--- config.mk ---
export PLATFORM = sky130hd
export DESIGN_NAME = vtp_coef
export DESIGN_NICKNAME = d
export VERILOG_FILES = /design/src/rtl/core/vertex_tilt_projection_core_macros.svh /design/src/rtl/core/vtp_pkg.sv /design/src/rtl/core/vtp_coef.sv
export SDC_FILE = /design/constraint.sdc
export NUM_CORES = 2
export LEC_CHECK = 0
export ABC_AREA = 1
export BUFFER_PORTS_ARGS = -buffer_cell sky130_fd_sc_hd__buf_2
export CAP_MARGIN = 40
export CORE_MARGIN = 2
export CORE_UTILIZATION = 50
export CTS_BUF_LIST = sky130_fd_sc_hd__clkbuf_8
export DETAILED_ROUTE_END_ITERATION = 7
export GPL_ROUTABILITY_DRIVEN = 0
export PLACE_DENSITY = 0.69
export SLEW_MARGIN = 20
export SYNTH_ARGS = -nofsm -noshare
export SYNTH_HDL_FRONTEND = slang
export SYNTH_SLANG_ARGS = --single-unit
--- constraint.sdc ---
create_clock -name aclk -period 6.98 [get_ports aclk]
set_clock_uncertainty 0.1 [all_clocks]
set_input_delay 1.396 -clock aclk [delete_from_list [all_inputs] [get_ports aclk]]
set_output_delay 1.396 -clock aclk [all_outputs]
set_load 0.02 [all_outputs]
--- src/rtl/core/vertex_tilt_projection_core_macros.svh ---
// Assertion macros shared by the vertex tilt projection RTL.
// Every macro samples on aclk and is off while aresetn is low.
`ifndef VERTEX_TILT_PROJECTION_CORE_MACROS_SVH
`define VERTEX_TILT_PROJECTION_CORE_MACROS_SVH

// Same-cycle implication.
`define VTP_ASSERT_NOW(label, ante, cons, msg) \
    label: assert property (@(posedge aclk) disable iff (!aresetn) (ante) |-> (cons)) \
        else $error(msg);

// Next-cycle implication.
`define VTP_ASSERT_NEXT(label, ante, cons, msg) \
    label: assert property (@(posedge aclk) disable iff (!aresetn) (ante) |=> (cons)) \
        else $error(msg);

`endif

--- src/rtl/core/vtp_pkg.sv ---
// Shared types, constants and trig helpers for the vertex tilt projection core.
// No dependencies; used by vtp_coef, vtp_pipe and the top level.
`timescale 1ns / 1ps

package vtp_pkg;

    localparam int NUM_STAGES = 6;
    localparam int CFG_IDX_W  = 2;
    localparam int CFG_DATA_W = 16;

    localparam logic [CFG_IDX_W-1:0] CFG_TILT_A = 2'd0;
    localparam logic [CFG_IDX_W-1:0] CFG_TILT_B = 2'd1;
    localparam logic [CFG_IDX_W-1:0] CFG_HSCALE = 2'd2;

    localparam logic [8:0]         TILT_RESET   = 9'd0;
    localparam logic signed [15:0] HSCALE_RESET = 16'sd256;

    localparam logic signed [23:0] OUT_MAX = 24'sh7FFFFF;
    localparam logic signed [23:0] OUT_MIN = 24'sh800000;

    // round(sin(d deg) * 32768) for d = 0..90
    localparam logic [15:0] QSINE [91] = '{
        16'd0,     16'd572,   16'd1144,  16'd1715,  16'd2286,  16'd2856,  16'd3425,
        16'd3993,  16'd4560,  16'd5126,  16'd5690,  16'd6252,  16'd6813,  16'd7371,
        16'd7927,  16'd8481,  16'd9032,  16'd9580,  16'd10126, 16'd10668, 16'd11207,
        16'd11743, 16'd12275, 16'd12803, 16'd13328, 16'd13848, 16'd14365, 16'd14876,
        16'd15384, 16'd15886, 16'd16384, 16'd16877, 16'd17364, 16'd17847, 16'd18324,
        16'd18795, 16'd19261, 16'd19720, 16'd20174, 16'd20622, 16'd21063, 16'd21498,
        16'd21926, 16'd22348, 16'd22763, 16'd23170, 16'd23571, 16'd23965, 16'd24351,
        16'd24730, 16'd25102, 16'd25466, 16'd25822, 16'd26170, 16'd26510, 16'd26842,
        16'd27166, 16'd27482, 16'd27789, 16'd28088, 16'd28378, 16'd28660, 16'd28932,
        16'd29197, 16'd29452, 16'd29698, 16'd29935, 16'd30163, 16'd30382, 16'd30592,
        16'd30792, 16'd30983, 16'd31164, 16'd31336, 16'd31499, 16'd31651, 16'd31795,
        16'd31928, 16'd32052, 16'd32166, 16'd32270, 16'd32365, 16'd32449, 16'd32524,
        16'd32588, 16'd32643, 16'd32688, 16'd32723, 16'd32748, 16'd32763, 16'd32768
    };

    // Q1.15 with +1.0 as 32768, so 17 bits signed
    typedef struct packed {
        logic signed [16:0] sa;
        logic signed [16:0] ca;
        logic signed [16:0] sb;
        logic signed [16:0] cb;
        logic signed [31:0] k1;   // sa * cb
        logic signed [15:0] hs;   // height scale, Q8.8
    } coef_t;

    // One subtract suffices for inputs below 720.
    function automatic logic [8:0] wrap_deg(input logic [9:0] deg);
        logic [9:0] d;
        d = (deg >= 10'd360) ? (deg - 10'd360) : deg;
        return d[8:0];
    endfunction

    function automatic logic signed [16:0] sine_q15(input logic [9:0] deg);
        logic [8:0]         d;
        logic [8:0]         ref_idx;
        logic               neg;
        logic signed [16:0] mag;
        d = wrap_deg(deg);
        if (d <= 9'd90) begin
            ref_idx = d;
            neg     = 1'b0;
        end else if (d <= 9'd180) begin
            ref_idx = 9'd180 - d;
            neg     = 1'b0;
        end else if (d <= 9'd270) begin
            ref_idx = d - 9'd180;
            neg     = 1'b1;
        end else begin
            ref_idx = 9'd360 - d;
            neg     = 1'b1;
        end
        mag = signed'({1'b0, QSINE[ref_idx[6:0]]});
        return neg ? -mag : mag;
    endfunction

    function automatic logic signed [16:0] cosine_q15(input logic [8:0] deg);
        return sine_q15({1'b0, wrap_deg({1'b0, deg})} + 10'd90);
    endfunction

    function automatic logic signed [23:0] sat24(input logic signed [31:0] v);
        logic signed [23:0] r;
        if (v > 32'(OUT_MAX)) begin
            r = OUT_MAX;
        end else if (v < 32'(OUT_MIN)) begin
            r = OUT_MIN;
        end else begin
            r = v[23:0];
        end
        return r;
    endfunction

endpackage

--- src/rtl/core/vtp_coef.sv ---
// Configuration registers and camera coefficient registers.
// Depends on vtp_pkg (coef_t, register indexes, trig helpers).
`timescale 1ns / 1ps

module vtp_coef (
    input  logic                              aclk,
    input  logic                              aresetn,
    input  logic                              cfg_wr_en,
    input  logic [vtp_pkg::CFG_IDX_W-1:0]     cfg_index,
    input  logic [vtp_pkg::CFG_DATA_W-1:0]    cfg_wdata,
    output vtp_pkg::coef_t                    coef
);

    logic [8:0]         tilt_a_reg;
    logic [8:0]         tilt_b_reg;
    logic signed [15:0] hscale_reg;
    logic signed [16:0] sa_reg, ca_reg, sb_reg, cb_reg;
    logic signed [31:0] k1_reg;
    logic signed [33:0] k1_next;

    always_ff @(posedge aclk) begin
        if (!aresetn) begin
            tilt_a_reg <= vtp_pkg::TILT_RESET;
            tilt_b_reg <= vtp_pkg::TILT_RESET;
            hscale_reg <= vtp_pkg::HSCALE_RESET;
        end else if (cfg_wr_en) begin
            unique case (cfg_index)
                vtp_pkg::CFG_TILT_A: tilt_a_reg <= cfg_wdata[8:0];
                vtp_pkg::CFG_TILT_B: tilt_b_reg <= cfg_wdata[8:0];
                vtp_pkg::CFG_HSCALE: hscale_reg <= signed'(cfg_wdata);
                default: ;  // unknown index: drop the write
            endcase
        end
    end

    assign k1_next = 34'(sa_reg) * 34'(cb_reg);

    // Trig values are registered from the tilt registers, the sa*cb product from the registered trig values.
    always_ff @(posedge aclk) begin
        if (!aresetn) begin
            sa_reg <= '0;
            ca_reg <= 17'sd32768;
            sb_reg <= '0;
            cb_reg <= 17'sd32768;
            k1_reg <= '0;
        end else begin
            sa_reg <= vtp_pkg::sine_q15({1'b0, tilt_a_reg});
            ca_reg <= vtp_pkg::cosine_q15(tilt_a_reg);
            sb_reg <= vtp_pkg::sine_q15({1'b0, tilt_b_reg});
            cb_reg <= vtp_pkg::cosine_q15(tilt_b_reg);
            k1_reg <= k1_next[31:0];
        end
    end

    assign coef.sa = sa_reg;
    assign coef.ca = ca_reg;
    assign coef.sb = sb_reg;
    assign coef.cb = cb_reg;
    assign coef.k1 = k1_reg;
    assign coef.hs = hscale_reg;

endmodule

Word level (Yosys, flattened, before mapping):

Memory sizes are Yosys's and may differ from the RTL's.
Index checks and enable logic that the tools add are counted.
W data, S select, Z words.

* flip-flop bits (word level): 134
* bits in latches: 0
* bits in writable memories: 0
* memory bits (read-only): 8192
* memories kept: 4

* add/subtract/negate cells: 22
* $mul: 1
* divide/modulo/power cells: 0
* magnitude comparators: 20
* eq/ne operators: 2
* shifts and indexed selects: 0
* multiplexer cells: 44
* bitwise gates (word level): 4
* reductions and logical operators: 8

Memory list
* (no name shown): words 128, width 16, read ports 1, clocked after Yosys merged registers in 0, write ports 0, RTL line vtp_pkg.sv:74 `mag = signed'({1'b0, QSINE[ref_idx[6:0]]});`
* (no name shown): words 128, width 16, read ports 1, clocked after Yosys merged registers in 0, write ports 0, RTL line vtp_pkg.sv:74
* (no name shown): words 128, width 16, read ports 1, clocked after Yosys merged registers in 0, write ports 0, RTL line vtp_pkg.sv:74
* (no name shown): words 128, width 16, read ports 1, clocked after Yosys merged registers in 0, write ports 0, RTL line vtp_pkg.sv:74

Operators with widths (number)
* $mux W16: 12
* $mux W7: 16
* $neg A16 Y17: 4
* $le A9 B7 Y1 const B: 4
* $le A9 B8 Y1 const B: 4
* $le A9 B9 Y1 const B: 4
* $mux W9: 4
* $sub A9 B9 Y9 const B: 4
* $ge A8 B8 Y1 const B: 4
* $mul A17 B17 Y32: 1
* $not A7 Y8: 4
* $sub A6 B7 Y7 const A: 4
* $sub A7 B6 Y7 const B: 4
* $sub A7 B7 Y7 const A: 4
* $add A9 B7 Y10 const B: 2
* $ge A10 B9 Y1 const B: 2
* $ge A9 B9 Y1 const B: 2
* $reduce_and A2 Y1: 7
* $mux W1: 12
* $eq A2 B1 Y1 const B: 1
* $eq A2 B2 Y1 const B: 1
* $logic_not A2 Y1: 1

Logic depth before layout (Yosys ltp):

* word-level depth: 16
* mapped depth: 52

Worst setup path before layout:

No wires, ideal clock.

* path type: register to register
* from: reg cb_reg[5]
* to: reg k1_reg[31]
* setup time: 121 ps
* data arrival time: 6728 ps
* setup slack: 31 ps
* stages on the path, launching flop included: 40
* period minus slack after synthesis: 6949 ps
* cell sequence: dfxtp_1 -> clkbuf_1 -> clkbuf_1 -> nand2_1 -> fa_1 -> inv_1 -> fa_1 -> inv_1 -> fa_1 -> fa_1 -> inv_1 -> fa_1 -> fa_1 -> ha_1 -> a21oi_1 -> inv_1 -> a31oi_1 -> inv_1 -> (+4 left out) -> a21oi_1 -> o21ai_0 -> a21oi_1 -> o21ai_0 -> nand2_1 -> inv_1 -> nand2_1 -> nand2_1 -> nand2_1 -> nand2_1 -> nand3_1 -> nand2_1 -> nand2_1 -> nand2_1 -> a21oi_1 -> inv_1 -> o21ai_0 -> a21oi_1

* longest elaborated chain between the ends: 1

Ends and longest elaborated chain
* from (decl): RTL line vtp_coef.sv:17 `logic signed [16:0] sa_reg, ca_reg, sb_reg, cb_reg;`
* from (signal assigned): RTL line vtp_coef.sv:50 `cb_reg <= vtp_pkg::cosine_q15(tilt_b_reg);`
* $mul A17 B17 Y32: RTL line vtp_coef.sv:36 `assign k1_next = 34'(sa_reg) * 34'(cb_reg);`
* to (signal assigned): RTL line vtp_coef.sv:51 `k1_reg <= k1_next[31:0];`
* to (decl): RTL line vtp_coef.sv:18 `logic signed [31:0] k1_reg;`

Every way passes these cells.
A chain may end at the register's enable or synchronous reset.

Final worst setup path:

* from: reg cb_reg[2]
* to: reg k1_reg[30]

The elaborated chain is that of the path after synthesis.

==> flow_summary.toml <==
[timing]
finalCriticalPeriod_ps = 6580
setup_viol = 0
fmax_mhz = 152
max-slew-margin-rel_pct = 46.6
maxSlewViolCount = 0
whs_ps = 366
fin_crit_sh_pct = 94.3
final_hold_viol_count = 0
fin_tns_setup_ps = 0
tightest_slew_ps = 801

[power]
ir_drop_mv = 0.285
p_seq_share_pct = 10.6
p_per_area_nw_per_um2 = 395
p_switching_mw = 6.47
fin_total_pwr_mw = 11.2
swShare_pct = 57.9
leakagePower_nw = 15.2
intPower_mw = 4.70
p_comb_share_pct = 83.5
clkPwrFrac_pct = 5.8

[detailed_routing]
via_count = 26800
dr.pass1.iters = 7
drt-total-wl_um = 81200
drt-initial-drc-count = 2945
route.detailed.drc = 0
ant_nets = 0
routedWlPerCell_um = 16.9
drt-vias-per-instance = 5.56

[worst_setup_path]
worstPathArrival_ps = 6970
crit_path_frequent_cell = "nand2_1"
rr_startpoint = "cb_reg[2]"
cp_max_fo = 9
required_ps = 7360
crit_path_max_incr_delay_ps = 590
reg2regPathDepth = 34
worstSetupPathType = "reg -> reg"
end_kind = "flip-flop"
worstSetupStartpoint = "cb_reg[2]"
worstSetupStartpointType = "flip-flop"
crit_slowest_cell = "fa_1"

[global_routing]
grt_pass1_wl_um = 131000
grt-ovfl-total = 0
grt_max_degree = 61
antenna_found_initial = 1
grt_util_all_layers_pct = 30.2
grt_pass1_vias = 25200

[hold_path]
min_path_cells = 2
holdCritStartpoint = "hscale_reg[15]"
hp-class = "reg -> reg"

[finish]
fin_util_pct = 54.9
largest_register_ffs = 32
drive_gt1_share_pct = 12.2
instances_no_fill = 4819
nets = 4600
area_growth_pct = 8.19

[synth]
synthTopCellsByArea = "fa_1, nand2_1, dfxtp_1"
synth_warnings = 0
synth-seq-cells = 134
syn_avg_cell_area_sq_um = 6.47
netlist_top_cells_count = "nand2_1, inv_1, nand3_1"
ys.flop_type = "dfxtp_1"
synth_edf_count = 0
yosys.area.top_type = "fa_1"
yosysSeqAreaShare_pct = 10.3
synth.most_common_cell = "nand2_1"
async_flop_share_pct = 0
syn-num-nets = 4518
synth_top_area_share_pct = 21.7
yosysUniqueCellTypes = 57
synthCells = 4044
syn_area_sq_um = 26200

[placed_design]
portBuffers = 136
hpwl_um = 63100
placed_cells = 4761

[clock_network]
cts-htree-levels = 4
cts_buffers = 17
clkSinkCount = 134
cts.clk_slew.worst_paths_ps = 80
clockRootBuffer = "clkbuf_8"
clock_path_buffers = 2
cts_tree = "done"
clk_latency_ps = 570

[floorplanning]
rows = 83
start_util_pct = 50.8
core_area_sq_um = 51500
die_area_sq_um = 54200
die_y_um = 233
ios = 137
die-width_um = 233

[run]
drv_cap = 0

[run_status]
status = "completed"
[logic make-up after synthesis]
family / Yosys count / share of synthesized area (%)
DFF: 134 / 10.3
buffers and inverters: 860 / 13.3
xor gates and xnor gates: 44 / 1.53
adders and majority gates: 453 / 29.8
muxes: 1 / 0.0383
AOI/OAI and AO/OA: 571 / 12.4
and+or+nand+nor: 1981 / 32.6
[area by class of cell]
class	count	area [sq um]
Clock inverter	13	108
Inverter	666	2500
Tap cell	680	851
Sequential cell	134	2710
Antenna cell	1	2.50
Multi-Input combinational cell	3050	20100
Timing Repair Buffer	257	1730
Clock buffer	18	248
Fill cell	5275	23200
[layout by cell type (no fill, tap or decap), types with 6 or more instances in the layout]
cell,instances
nand2_4,15
dfxtp_1,119
xnor2_1,10
nor3_1,35
nand2_2,60
clkbuf_8,18
fa_1,282
dfxtp_2,10
nor2_2,13
nand4_1,13
ha_1,163
o21ai_0,188
nand2_1,1149
a21oi_1,201
a21oi_2,7
inv_1,627
o21bai_1,7
buf_4,105
buf_2,136
o21ai_1,33
o31ai_1,7
nand3_2,20
nor2_1,255
o21a_1,19
o22ai_1,12
o211ai_1,36
or2_2,16
inv_2,38
o21ai_2,6
nand3_1,382
xor2_1,31
a31oi_1,19
[critical path: cells and delay by family (launching register included)]
family	cells	cell delay, ps
AOI/OAI and AO/OA	9	1240
and+or+nand+nor	11	810
buffers and inverters	7	520
adders and majority gates	7	3450
DFF	1	380
[per-stage QoR]
step / worst slack (ps) / instance area [sq um]
floorplan: 31.2 / 26200
global placement: 146 / 27400
detailed placement: 40.6 / 27400
CTS: 1.11 / 27800
global route: -64.3 / 28300
finish: 395 / 28300
[power by group through the flow]
| stage | registers [mW] | clock network [mW] | logic [mW] |
|---|---|---|---|
| after floorplan | 1.32 | 0 | 6.46 |
| after global placement | 1.18 | 0 | 8.67 |
| after detailed placement | 1.18 | 0 | 8.77 |
| after CTS | 1.16 | 0.681 | 8.80 |
| after global routing | 1.21 | 0.702 | 10.6 |
| final | 1.19 | 0.652 | 9.33 |
[final timing paths]
check,end,slack (ps)
setup / recovery,k1_reg[30],400
hold / removal,hscale_reg[15],370
setup reg to reg,k1_reg[30],400
hold reg to reg,hscale_reg[15],370
[per-layer routing]
layer | part of all wire [%] | GRT usage [%] | vias to the layer above | wire length, um
li1 | - | - | 12800 | -
met1 | 42 | 40.7 | 12400 | 34400
met2 | 45 | 48.3 | 1282 | 36800
met3 | 8.3 | 4.78 | 229 | 6730
met4 | 4.1 | 12.5 | 0 | 3310
met5 | 0 | 0 | - | 0
[repair_timing]
| item | 4_1_cts | 5_1_grt |
|---|---|---|
| endpoints found under the setup margin | 0 | 15 |
| hold buffers | 0 | 0 |
| resized for setup | 0 | 80 |
| buffers inserted | 0 | 25 |
Power figures use the tool's default switching activity.
